File: config.mk
export PLATFORM = sky130hd
export DESIGN_NAME = sha1_message_digest_core
export DESIGN_NICKNAME = d
export VERILOG_FILES = /design/src/design/sha1md_pkg.sv /design/src/design/sha1md_datapath.sv /design/src/design/sha1md_ctrl.sv /design/src/design/sha1_message_digest_core.sv
export SDC_FILE = /design/constraint.sdc
export NUM_CORES = 2
export LEC_CHECK = 0
export BUFFER_PORTS_ARGS = -buffer_cell sky130_fd_sc_hd__buf_4
export CORE_ASPECT_RATIO = 0.5
export CORE_MARGIN = 3
export CORE_UTILIZATION = 50
export DETAILED_ROUTE_END_ITERATION = 10
export PLACE_DENSITY = 0.67
export SKIP_LAST_GASP = 1
export SLEW_MARGIN = 20
export SYNTH_ARGS = -nofsm -noshare
export SYNTH_HDL_FRONTEND = slang
export SYNTH_HIERARCHICAL = 1
export SYNTH_SLANG_ARGS = --single-unit
File: constraint.sdc
create_clock -name clk -period 11 [get_ports clk]
set_input_delay 2.75 -clock clk [delete_from_list [all_inputs] [get_ports clk]]
set_output_delay 2.75 -clock clk [all_outputs]
set_load 0.03 [all_outputs]
File: src/design/sha1md_pkg.sv
// shared types, constants and helpers for the sha-1 digest core
package sha1md_pkg;

  localparam int unsigned WordW   = 32;
  localparam int unsigned NumWin  = 16;
  localparam int unsigned NumRnd  = 80;
  localparam int unsigned NumHash = 5;
  localparam int unsigned OutW    = 40;

  localparam logic [31:0] IV0 = 32'h6745_2301;
  localparam logic [31:0] IV1 = 32'hEFCD_AB89;
  localparam logic [31:0] IV2 = 32'h98BA_DCFE;
  localparam logic [31:0] IV3 = 32'h1032_5476;
  localparam logic [31:0] IV4 = 32'hC3D2_E1F0;

  localparam logic [31:0] K0 = 32'h5A82_7999;
  localparam logic [31:0] K1 = 32'h6ED9_EBA1;
  localparam logic [31:0] K2 = 32'h8F1B_BCDC;
  localparam logic [31:0] K3 = 32'hCA62_C1D6;

  localparam logic [7:0] PadMark = 8'h80;

  localparam logic [6:0] RndLast = 7'd79;
  localparam logic [2:0] IdxLast = 3'd4;

  typedef enum logic [2:0] {
    ST_IDLE,
    ST_ROUND,
    ST_FOLD,
    ST_PAD,
    ST_EMIT
  } state_t;

  typedef enum logic [1:0] {
    PUSH_DATA,
    PUSH_MARK,
    PUSH_ZERO,
    PUSH_LEN
  } push_sel_t;

  typedef struct packed {
    logic      push;
    push_sel_t push_sel;
    logic      len_inc;
    logic      load_rounds;
    logic      round_step;
    logic      fold;
    logic      reinit;
    logic [2:0] emit_idx;
  } cmd_t;

  typedef struct packed {
    logic cnt_is_63;
    logic cnt_is_56;
    logic round_last;
  } stat_t;

  function automatic logic [31:0] rotl1(input logic [31:0] v);
    return {v[30:0], v[31]};
  endfunction

  function automatic logic [31:0] rotl5(input logic [31:0] v);
    return {v[26:0], v[31:27]};
  endfunction

  function automatic logic [31:0] rotl30(input logic [31:0] v);
    return {v[1:0], v[31:2]};
  endfunction

endpackage

File: src/design/sha1md_datapath.sv
// block window, length counter, round unit and chaining value
module sha1md_datapath (
  input  logic                 clk,
  input  logic                 rst_n,
  input  sha1md_pkg::cmd_t     cmd,
  input  logic [7:0]           data_byte,
  output sha1md_pkg::stat_t    stat,
  output logic [31:0]          digest_word
);

  logic [31:0] win_r   [sha1md_pkg::NumWin];
  logic [31:0] chain_r [sha1md_pkg::NumHash];
  logic [31:0] rnd_r   [sha1md_pkg::NumHash];
  logic [5:0]  cnt_r;
  logic [63:0] len_r;
  logic [6:0]  rnd_cnt_r;

  logic [7:0]  push_byte;
  logic [63:0] len_sh;
  logic [31:0] w_new;
  logic [31:0] f_val;
  logic [31:0] k_val;
  logic [31:0] tmp;

  // length bytes go out most significant first while the count runs 56..63
  assign len_sh = len_r >> {~cnt_r[2:0], 3'b000};

  always_comb begin
    case (cmd.push_sel)
      sha1md_pkg::PUSH_DATA: push_byte = data_byte;
      sha1md_pkg::PUSH_MARK: push_byte = sha1md_pkg::PadMark;
      sha1md_pkg::PUSH_ZERO: push_byte = 8'h00;
      sha1md_pkg::PUSH_LEN:  push_byte = len_sh[7:0];
      default:               push_byte = 8'h00;
    endcase
  end

  assign w_new = sha1md_pkg::rotl1(win_r[13] ^ win_r[8] ^ win_r[2] ^ win_r[0]);

  always_comb begin
    if (rnd_cnt_r < 7'd20) begin
      f_val = (rnd_r[1] & rnd_r[2]) | (~rnd_r[1] & rnd_r[3]);
      k_val = sha1md_pkg::K0;
    end else if (rnd_cnt_r < 7'd40) begin
      f_val = rnd_r[1] ^ rnd_r[2] ^ rnd_r[3];
      k_val = sha1md_pkg::K1;
    end else if (rnd_cnt_r < 7'd60) begin
      f_val = (rnd_r[1] & rnd_r[2]) | (rnd_r[1] & rnd_r[3]) | (rnd_r[2] & rnd_r[3]);
      k_val = sha1md_pkg::K2;
    end else begin
      f_val = rnd_r[1] ^ rnd_r[2] ^ rnd_r[3];
      k_val = sha1md_pkg::K3;
    end
  end

  assign tmp = sha1md_pkg::rotl5(rnd_r[0]) + f_val + rnd_r[4] + win_r[0] + k_val;

  // window doubles as block buffer: bytes shift in, then words shift out per round
  always_ff @(posedge clk) begin
    if (cmd.push) begin
      for (int i = 0; i < sha1md_pkg::NumWin - 1; i++) begin
        win_r[i] <= {win_r[i][23:0], win_r[i+1][31:24]};
      end
      win_r[sha1md_pkg::NumWin-1] <= {win_r[sha1md_pkg::NumWin-1][23:0], push_byte};
    end else if (cmd.round_step) begin
      for (int i = 0; i < sha1md_pkg::NumWin - 1; i++) begin
        win_r[i] <= win_r[i+1];
      end
      win_r[sha1md_pkg::NumWin-1] <= w_new;
    end
  end

  always_ff @(posedge clk) begin
    if (cmd.load_rounds) begin
      for (int i = 0; i < sha1md_pkg::NumHash; i++) begin
        rnd_r[i] <= chain_r[i];
      end
    end else if (cmd.round_step) begin
      rnd_r[4] <= rnd_r[3];
      rnd_r[3] <= rnd_r[2];
      rnd_r[2] <= sha1md_pkg::rotl30(rnd_r[1]);
      rnd_r[1] <= rnd_r[0];
      rnd_r[0] <= tmp;
    end
  end

  always_ff @(posedge clk) begin
    if (!rst_n) begin
      rnd_cnt_r <= '0;
    end else if (cmd.load_rounds) begin
      rnd_cnt_r <= '0;
    end else if (cmd.round_step) begin
      rnd_cnt_r <= rnd_cnt_r + 7'd1;
    end
  end

  always_ff @(posedge clk) begin
    if (!rst_n || cmd.reinit) begin
      chain_r[0] <= sha1md_pkg::IV0;
      chain_r[1] <= sha1md_pkg::IV1;
      chain_r[2] <= sha1md_pkg::IV2;
      chain_r[3] <= sha1md_pkg::IV3;
      chain_r[4] <= sha1md_pkg::IV4;
    end else if (cmd.fold) begin
      for (int i = 0; i < sha1md_pkg::NumHash; i++) begin
        chain_r[i] <= chain_r[i] + rnd_r[i];
      end
    end
  end

  always_ff @(posedge clk) begin
    if (!rst_n || cmd.reinit) begin
      cnt_r <= '0;
      len_r <= '0;
    end else begin
      if (cmd.push) begin
        cnt_r <= cnt_r + 6'd1;
      end
      if (cmd.len_inc) begin
        len_r <= len_r + 64'd8;
      end
    end
  end

  assign stat.cnt_is_63  = (cnt_r == 6'd63);
  assign stat.cnt_is_56  = (cnt_r == 6'd56);
  assign stat.round_last = (rnd_cnt_r == sha1md_pkg::RndLast);

  always_comb begin
    case (cmd.emit_idx)
      3'd0:    digest_word = chain_r[0];
      3'd1:    digest_word = chain_r[1];
      3'd2:    digest_word = chain_r[2];
      3'd3:    digest_word = chain_r[3];
      3'd4:    digest_word = chain_r[4];
      default: digest_word = chain_r[0];
    endcase
  end

endmodule

File: src/design/sha1md_ctrl.sv
// sequencer for byte intake, padding, compression rounds and digest output
module sha1md_ctrl (
  input  logic                 clk,
  input  logic                 rst_n,
  input  logic                 in_tvalid,
  output logic                 in_tready,
  input  logic                 in_kind,
  output logic                 out_tvalid,
  input  logic                 out_tready,
  output sha1md_pkg::cmd_t     cmd,
  input  sha1md_pkg::stat_t    stat
);

  sha1md_pkg::state_t state_r, state_nxt;
  logic       pad_mode_r, pad_mode_nxt;
  logic       len_phase_r, len_phase_nxt;
  logic       done_r, done_nxt;
  logic [2:0] emit_idx_r, emit_idx_nxt;
  logic       in_acc;
  logic       len_now;

  assign in_acc  = in_tvalid && (state_r == sha1md_pkg::ST_IDLE);
  assign len_now = len_phase_r || stat.cnt_is_56;

  always_ff @(posedge clk) begin
    if (!rst_n) begin
      state_r     <= sha1md_pkg::ST_IDLE;
      pad_mode_r  <= 1'b0;
      len_phase_r <= 1'b0;
      done_r      <= 1'b0;
      emit_idx_r  <= '0;
    end else begin
      state_r     <= state_nxt;
      pad_mode_r  <= pad_mode_nxt;
      len_phase_r <= len_phase_nxt;
      done_r      <= done_nxt;
      emit_idx_r  <= emit_idx_nxt;
    end
  end

  always_comb begin
    state_nxt     = state_r;
    pad_mode_nxt  = pad_mode_r;
    len_phase_nxt = len_phase_r;
    done_nxt      = done_r;
    emit_idx_nxt  = emit_idx_r;
    case (state_r)
      sha1md_pkg::ST_IDLE: begin
        if (in_acc) begin
          if (in_kind) begin
            pad_mode_nxt = 1'b1;
            state_nxt    = stat.cnt_is_63 ? sha1md_pkg::ST_ROUND : sha1md_pkg::ST_PAD;
          end else if (stat.cnt_is_63) begin
            state_nxt = sha1md_pkg::ST_ROUND;
          end
        end
      end
      sha1md_pkg::ST_ROUND: begin
        if (stat.round_last) begin
          state_nxt = sha1md_pkg::ST_FOLD;
        end
      end
      sha1md_pkg::ST_FOLD: begin
        if (done_r) begin
          state_nxt = sha1md_pkg::ST_EMIT;
        end else if (pad_mode_r) begin
          state_nxt = sha1md_pkg::ST_PAD;
        end else begin
          state_nxt = sha1md_pkg::ST_IDLE;
        end
      end
      sha1md_pkg::ST_PAD: begin
        if (len_now) begin
          len_phase_nxt = 1'b1;
        end
        if (stat.cnt_is_63) begin
          state_nxt = sha1md_pkg::ST_ROUND;
          if (len_now) begin
            done_nxt = 1'b1;
          end
        end
      end
      sha1md_pkg::ST_EMIT: begin
        if (out_tready) begin
          if (emit_idx_r == sha1md_pkg::IdxLast) begin
            emit_idx_nxt  = '0;
            pad_mode_nxt  = 1'b0;
            len_phase_nxt = 1'b0;
            done_nxt      = 1'b0;
            state_nxt     = sha1md_pkg::ST_IDLE;
          end else begin
            emit_idx_nxt = emit_idx_r + 3'd1;
          end
        end
      end
      default: state_nxt = sha1md_pkg::ST_IDLE;
    endcase
  end

  always_comb begin
    cmd          = '0;
    cmd.push_sel = sha1md_pkg::PUSH_DATA;
    cmd.emit_idx = emit_idx_r;
    in_tready    = 1'b0;
    out_tvalid   = 1'b0;
    case (state_r)
      sha1md_pkg::ST_IDLE: begin
        in_tready = 1'b1;
        if (in_acc) begin
          cmd.push        = 1'b1;
          cmd.push_sel    = in_kind ? sha1md_pkg::PUSH_MARK : sha1md_pkg::PUSH_DATA;
          cmd.len_inc     = !in_kind;
          cmd.load_rounds = stat.cnt_is_63;
        end
      end
      sha1md_pkg::ST_ROUND: begin
        cmd.round_step = 1'b1;
      end
      sha1md_pkg::ST_FOLD: begin
        cmd.fold = 1'b1;
      end
      sha1md_pkg::ST_PAD: begin
        cmd.push        = 1'b1;
        cmd.push_sel    = len_now ? sha1md_pkg::PUSH_LEN : sha1md_pkg::PUSH_ZERO;
        cmd.load_rounds = stat.cnt_is_63;
      end
      sha1md_pkg::ST_EMIT: begin
        out_tvalid = 1'b1;
        cmd.reinit = out_tready && (emit_idx_r == sha1md_pkg::IdxLast);
      end
      default: begin
        cmd = '0;
      end
    endcase
  end

  a_fold_after_last_round: assert property (@(posedge clk) disable iff (!rst_n)
    cmd.fold |-> $past(cmd.round_step && stat.round_last))
    else $error("fold without a completed round sequence");

  a_no_overlap: assert property (@(posedge clk) disable iff (!rst_n)
    out_tvalid |-> !in_tready)
    else $error("digest beat offered while taking input");

  a_idx_range: assert property (@(posedge clk) disable iff (!rst_n)
    emit_idx_r <= sha1md_pkg::IdxLast)
    else $error("digest word index out of range");

  a_last_returns_idle: assert property (@(posedge clk) disable iff (!rst_n)
    (out_tvalid && out_tready && emit_idx_r == sha1md_pkg::IdxLast)
      |=> (state_r == sha1md_pkg::ST_IDLE && !pad_mode_r))
    else $error("no return to idle after final digest beat");

  a_done_only_padding: assert property (@(posedge clk) disable iff (!rst_n)
    done_r |-> pad_mode_r)
    else $error("length written outside padding");

endmodule

File: src/design/sha1_message_digest_core.sv
// top level of the sha-1 message digest core
//
// input stream: one beat per message byte (in_tuser = 0) or a finish beat
// (in_tuser = 1). a byte beat is taken while in_tready is high; the byte that
// completes a 64-byte block is followed by the compression rounds, run one at a
// time by the single round unit, and a fold into the chaining value.
// in_tready is low while a block is compressed, padded or the digest goes out.
// a finish beat pads one byte per cycle (0x80, zeros, 64-bit bit length),
// running one or two compressions, then offers five digest beats on the
// output stream, most significant word first, out_tlast on the fifth.
// the digest beat is held until out_tready is seen; no input is taken
// meanwhile, and after the fifth beat the core starts a fresh message.
// rst_n (synchronous, active low) loads the initial hash, clears the byte and
// length counts and returns the sequencer to idle.
module sha1_message_digest_core (
  input  logic        clk,
  input  logic        rst_n,
  input  logic        in_tvalid,
  output logic        in_tready,
  input  logic [7:0]  in_tdata,   // [7:0] message_byte
  input  logic        in_tuser,   // [0] kind
  output logic        out_tvalid,
  input  logic        out_tready,
  output logic [39:0] out_tdata,  // [31:0] digest_word, [34:32] word_index, [39:35] zero
  output logic        out_tlast   // last_word
);

  sha1md_pkg::cmd_t  cmd;
  sha1md_pkg::stat_t stat;
  logic [31:0]       digest_word;

  sha1md_ctrl u_ctrl (
    .clk        (clk),
    .rst_n      (rst_n),
    .in_tvalid  (in_tvalid),
    .in_tready  (in_tready),
    .in_kind    (in_tuser),
    .out_tvalid (out_tvalid),
    .out_tready (out_tready),
    .cmd        (cmd),
    .stat       (stat)
  );

  sha1md_datapath u_datapath (
    .clk         (clk),
    .rst_n       (rst_n),
    .cmd         (cmd),
    .data_byte   (in_tdata),
    .stat        (stat),
    .digest_word (digest_word)
  );

  assign out_tdata = {5'b00000, cmd.emit_idx, digest_word};
  assign out_tlast = (cmd.emit_idx == sha1md_pkg::IdxLast);

endmodule
==> results.sh <==
export IMPL_pwr_share_seq=0.448
export IMPL_root_buffer="clkbuf_16"
export IMPL_power_switching_uw=3370
export IMPL_clock_sinks=915
export IMPL_postCtsSetupRepairBufs=0
export IMPL_gp_congestion=0.932
export IMPL_grt_pass1_vias=34500
export IMPL_crit_required_ns=11.41
export IMPL_swShare=0.311
export IMPL_synthToLayoutAreaGrowth_pct=9.21
export IMPL_tightest_slew_ns=1.10
export IMPL_fin_tns_setup_ns=0
export IMPL_p_int_uw=7450
export IMPL_dieArea_sq_um=109000
export IMPL_power_density_nw_per_um2=188
export IMPL_yosysSeqAreaShare=0.507
export IMPL_post_drt_wl_per_cell_um=22.4
export IMPL_synthArstFlopShare=0
export IMPL_slew_headroom=0.266
export IMPL_avgSynthCellArea_sq_um=11.6
export IMPL_crit_type="reg -> reg"
export IMPL_grt_use_total=0.242
export IMPL_setup_violations=0
export IMPL_end_kind="flip-flop"
export IMPL_overflow=0
export IMPL_final_antenna_net_count=0
export IMPL_p_leak_uw=0.0216
export IMPL_stdcell_count=6007
export IMPL_ys_flop_type="edfxtp_1"
export IMPL_clock_path_buffers=3
export IMPL_drive_gt1_frac=0.164
export IMPL_core_sq_um=103000
export IMPL_ys_seq_elements=915
export IMPL_grt_max_degree=165
export IMPL_synth_cell_types=87
export IMPL_critPathArrivalTime_ns=7.89
export IMPL_dp_cells=5843
export IMPL_ys_warn_count=6
export IMPL_netlist_area_sq_um=52600
export IMPL_fp_row_count=83
export IMPL_wirelength_um=135000
export IMPL_crit_fanout=14
export IMPL_clk_latency_ns=0.71
export IMPL_rsz0062_at_grt="false"
export IMPL_nFillCells=8650
export IMPL_first_iter_violations=3407
export IMPL_die_h_um=235
export IMPL_period_share=0.680
export IMPL_final_common_cell="edfxtp_1"
export IMPL_initial_utilization=0.509
export IMPL_pwr_share_clk=0.292
export IMPL_ir_drop_uv=119
export IMPL_cts_resized=0
export IMPL_power_frac_comb=0.260
export IMPL_fin_crit_ns=7.48
export IMPL_syn_instance_count=4532
export IMPL_die_width_um=465
export IMPL_grt_pass1_wl_um=207000
export IMPL_finClkSkew_ns=0.0366
export IMPL_drt_first_pass_iters=8
export IMPL_fmax_ghz=0.134
export IMPL_fin_nets=4889
export IMPL_slew_viol_final=0
export IMPL_pin_count=56
export IMPL_vias=35600
export IMPL_drcViolationCount=0
export IMPL_synth_edf_count=832
export IMPL_dp_hpwl_um=95400
export IMPL_cts_clk_slew_worst_paths_ns=0.07
export IMPL_cts_max_level=3
export IMPL_antenna_found_initial=3
export IMPL_vias_per_cell=5.93
export IMPL_cts_tree="built"
export IMPL_layout_common_cells="edfxtp_1, nand2_1, mux2_2"
export IMPL_drv_cap=0
export IMPL_min_path_type="reg -> reg"
export IMPL_status="finished clean"
export IMPL_cts_buffers=87
export IMPL_startpoint_type="flip-flop"
export IMPL_hold_violations=0
export IMPL_ctsHoldBuffers=0
export IMPL_io_buffers=50
[stage by stage]
step / area [sq um] / power, uW / setup slack (ns) / hold slack, ns / util
4_1_cts: 57400 / 10900 / 3.69 / 0.476 / 0.555
2_1_floorplan: 52600 / 6940 / 0.228 / 0.424 / -
3_3_place_gp: 54400 / 7620 / 3.89 / 0.441 / 0.526
5_1_grt: 57400 / 11400 / 3.17 / 0.514 / 0.555
6_report: 57400 / 10800 / 3.52 / 0.471 / 0.555
3_5_place_dp: 54400 / 7680 / 3.72 / 0.466 / 0.526
[worst max-delay path, cell delays in order (launching register included)]
cell	delay, ns
dfxtp_1	0.39
a41oi_1	0.64
inv_1	0.41
nor2_1	0.64
inv_1	0.12
nand2_1	0.53
nor2_1	0.08
a211oi_1	0.33
fa_1	0.47
inv_1	0.09
fa_1	0.44
fa_1	0.45
inv_1	0.07
ha_1	0.19
inv_1	0.06
fa_1	0.42
nor2b_1	0.12
o21ai_0	0.11
a21oi_1	0.26
o21ai_0	0.23
o21ba_2	0.30
a211oi_1	0.39
o21ai_0	0.16
a21oi_1	0.19
o31ai_1	0.09
[area by class of cell]
type	instances	area (sq um)	area share
flip-flops and latches	915	26600	0.464
multi-input cells	3233	24600	0.428
clock buffers	106	2320	0.0404
well taps	1402	1750	0.0305
inverters	210	788	0.0137
repair buffers	84	713	0.0124
clock inverters	56	656	0.0114
diodes	1	2.50	0.0000436
[logic make-up (layout without fill, tap and decap cells)]
family                   count (synthesis)  after routing  synth area share
buffers and inverters                  388            456            0.0283
AND/OR/NAND/NOR                       1319           1319             0.111
adder cells (fa/ha/maj)                345            345            0.0992
other                                    1              6         0.0000713
AO/OA/AOI/OAI                          730            730            0.0905
multiplexers                           521            521             0.113
XOR/XNOR                               313            313            0.0521
flip-flops                             915            915             0.507
[power by group through the flow]
stage	combinational [uW]	sequential, uW	clock [uW]
floorplan	2160	4780	0
global placement	2720	4900	0
detailed placement	2770	4910	0
CTS	2800	4840	3220
global route	3110	4900	3350
finish	2810	4840	3160
[path summary, 6_finish.rpt]
| kind | from | endpoint | slack, ns | cells after the start |
|---|---|---|---|---|
| worst min register to register | u_ctrl/pad_mode_r$_SDFFE_PN0P_ | u_ctrl/pad_mode_r$_SDFFE_PN0P_ | 0.47 | 2 |
| worst max register to register | u_datapath/rnd_cnt_r[4]$_SDFFE_PP0P_ | u_datapath/rnd_r[0][25]$_DFFE_PP_ | 3.52 | 24 |
| worst max-delay path | u_datapath/rnd_cnt_r[4]$_SDFFE_PP0P_ | u_datapath/rnd_r[0][25]$_DFFE_PP_ | 3.52 | 24 |
| worst min-delay path | u_ctrl/pad_mode_r$_SDFFE_PN0P_ | u_ctrl/pad_mode_r$_SDFFE_PN0P_ | 0.47 | 2 |
[cells in the mapped netlist (6+ instances only)]
cell type,n,area [sq um]
nand4_1,30,188
clkbuf_1,161,604
or2_2,6,37.5
nor3b_1,12,90.1
a21boi_0,7,52.6
a21o_1,85,638
and2_1,18,113
and3_1,40,250
ha_1,225,2820
xor2_1,129,1130
nand2_1,688,2580
edfxtp_1,832,25000
or3_1,24,150
nand3_1,89,445
o21ai_0,181,906
a21oi_1,166,831
a311oi_1,6,52.6
inv_1,209,785
mux2_2,480,5410
nor3_1,33,165
dfxtp_1,83,1660
mux2i_1,32,320
nand2b_1,34,213
o211ai_1,19,143
buf_4,7,52.6
a31oi_1,36,225
o32ai_1,19,166
o21bai_1,25,188
nor2_1,269,1010
fa_1,120,2400
mux4_2,9,203
o21a_1,25,188
and4_1,8,70.1
xnor2_1,184,1610
nor2b_1,44,275
a211oi_1,21,158
a22oi_1,65,488
o31ai_1,6,45.0
[state kept, by name, indices dropped and copies added, names as in the netlist]
| register | flops |
|---|---|
| u_ctrl/done_r | 1 |
| u_datapath/rnd_cnt_r | 7 |
| u_ctrl/len_phase_r | 1 |
| u_datapath/win_r | 512 |
| u_datapath/len_r | 61 |
| u_datapath/rnd_r | 160 |
| u_datapath/chain_r | 160 |
| u_datapath/cnt_r | 6 |
| u_ctrl/emit_idx_r | 3 |
| u_ctrl/state_r | 3 |
| u_ctrl/pad_mode_r | 1 |
[metal layers]
metal / track usage / vias to the layer above / routed length, um
met5: 0 / - / 13
met4: 0.0588 / 2 / 3290
met1: 0.360 / 17800 / 61500
met2: 0.368 / 1270 / 59500
li1: - / 16400 / -
met3: 0.0435 / 193 / 10600
No activity file was read; power rests on OpenSTA's default activity.
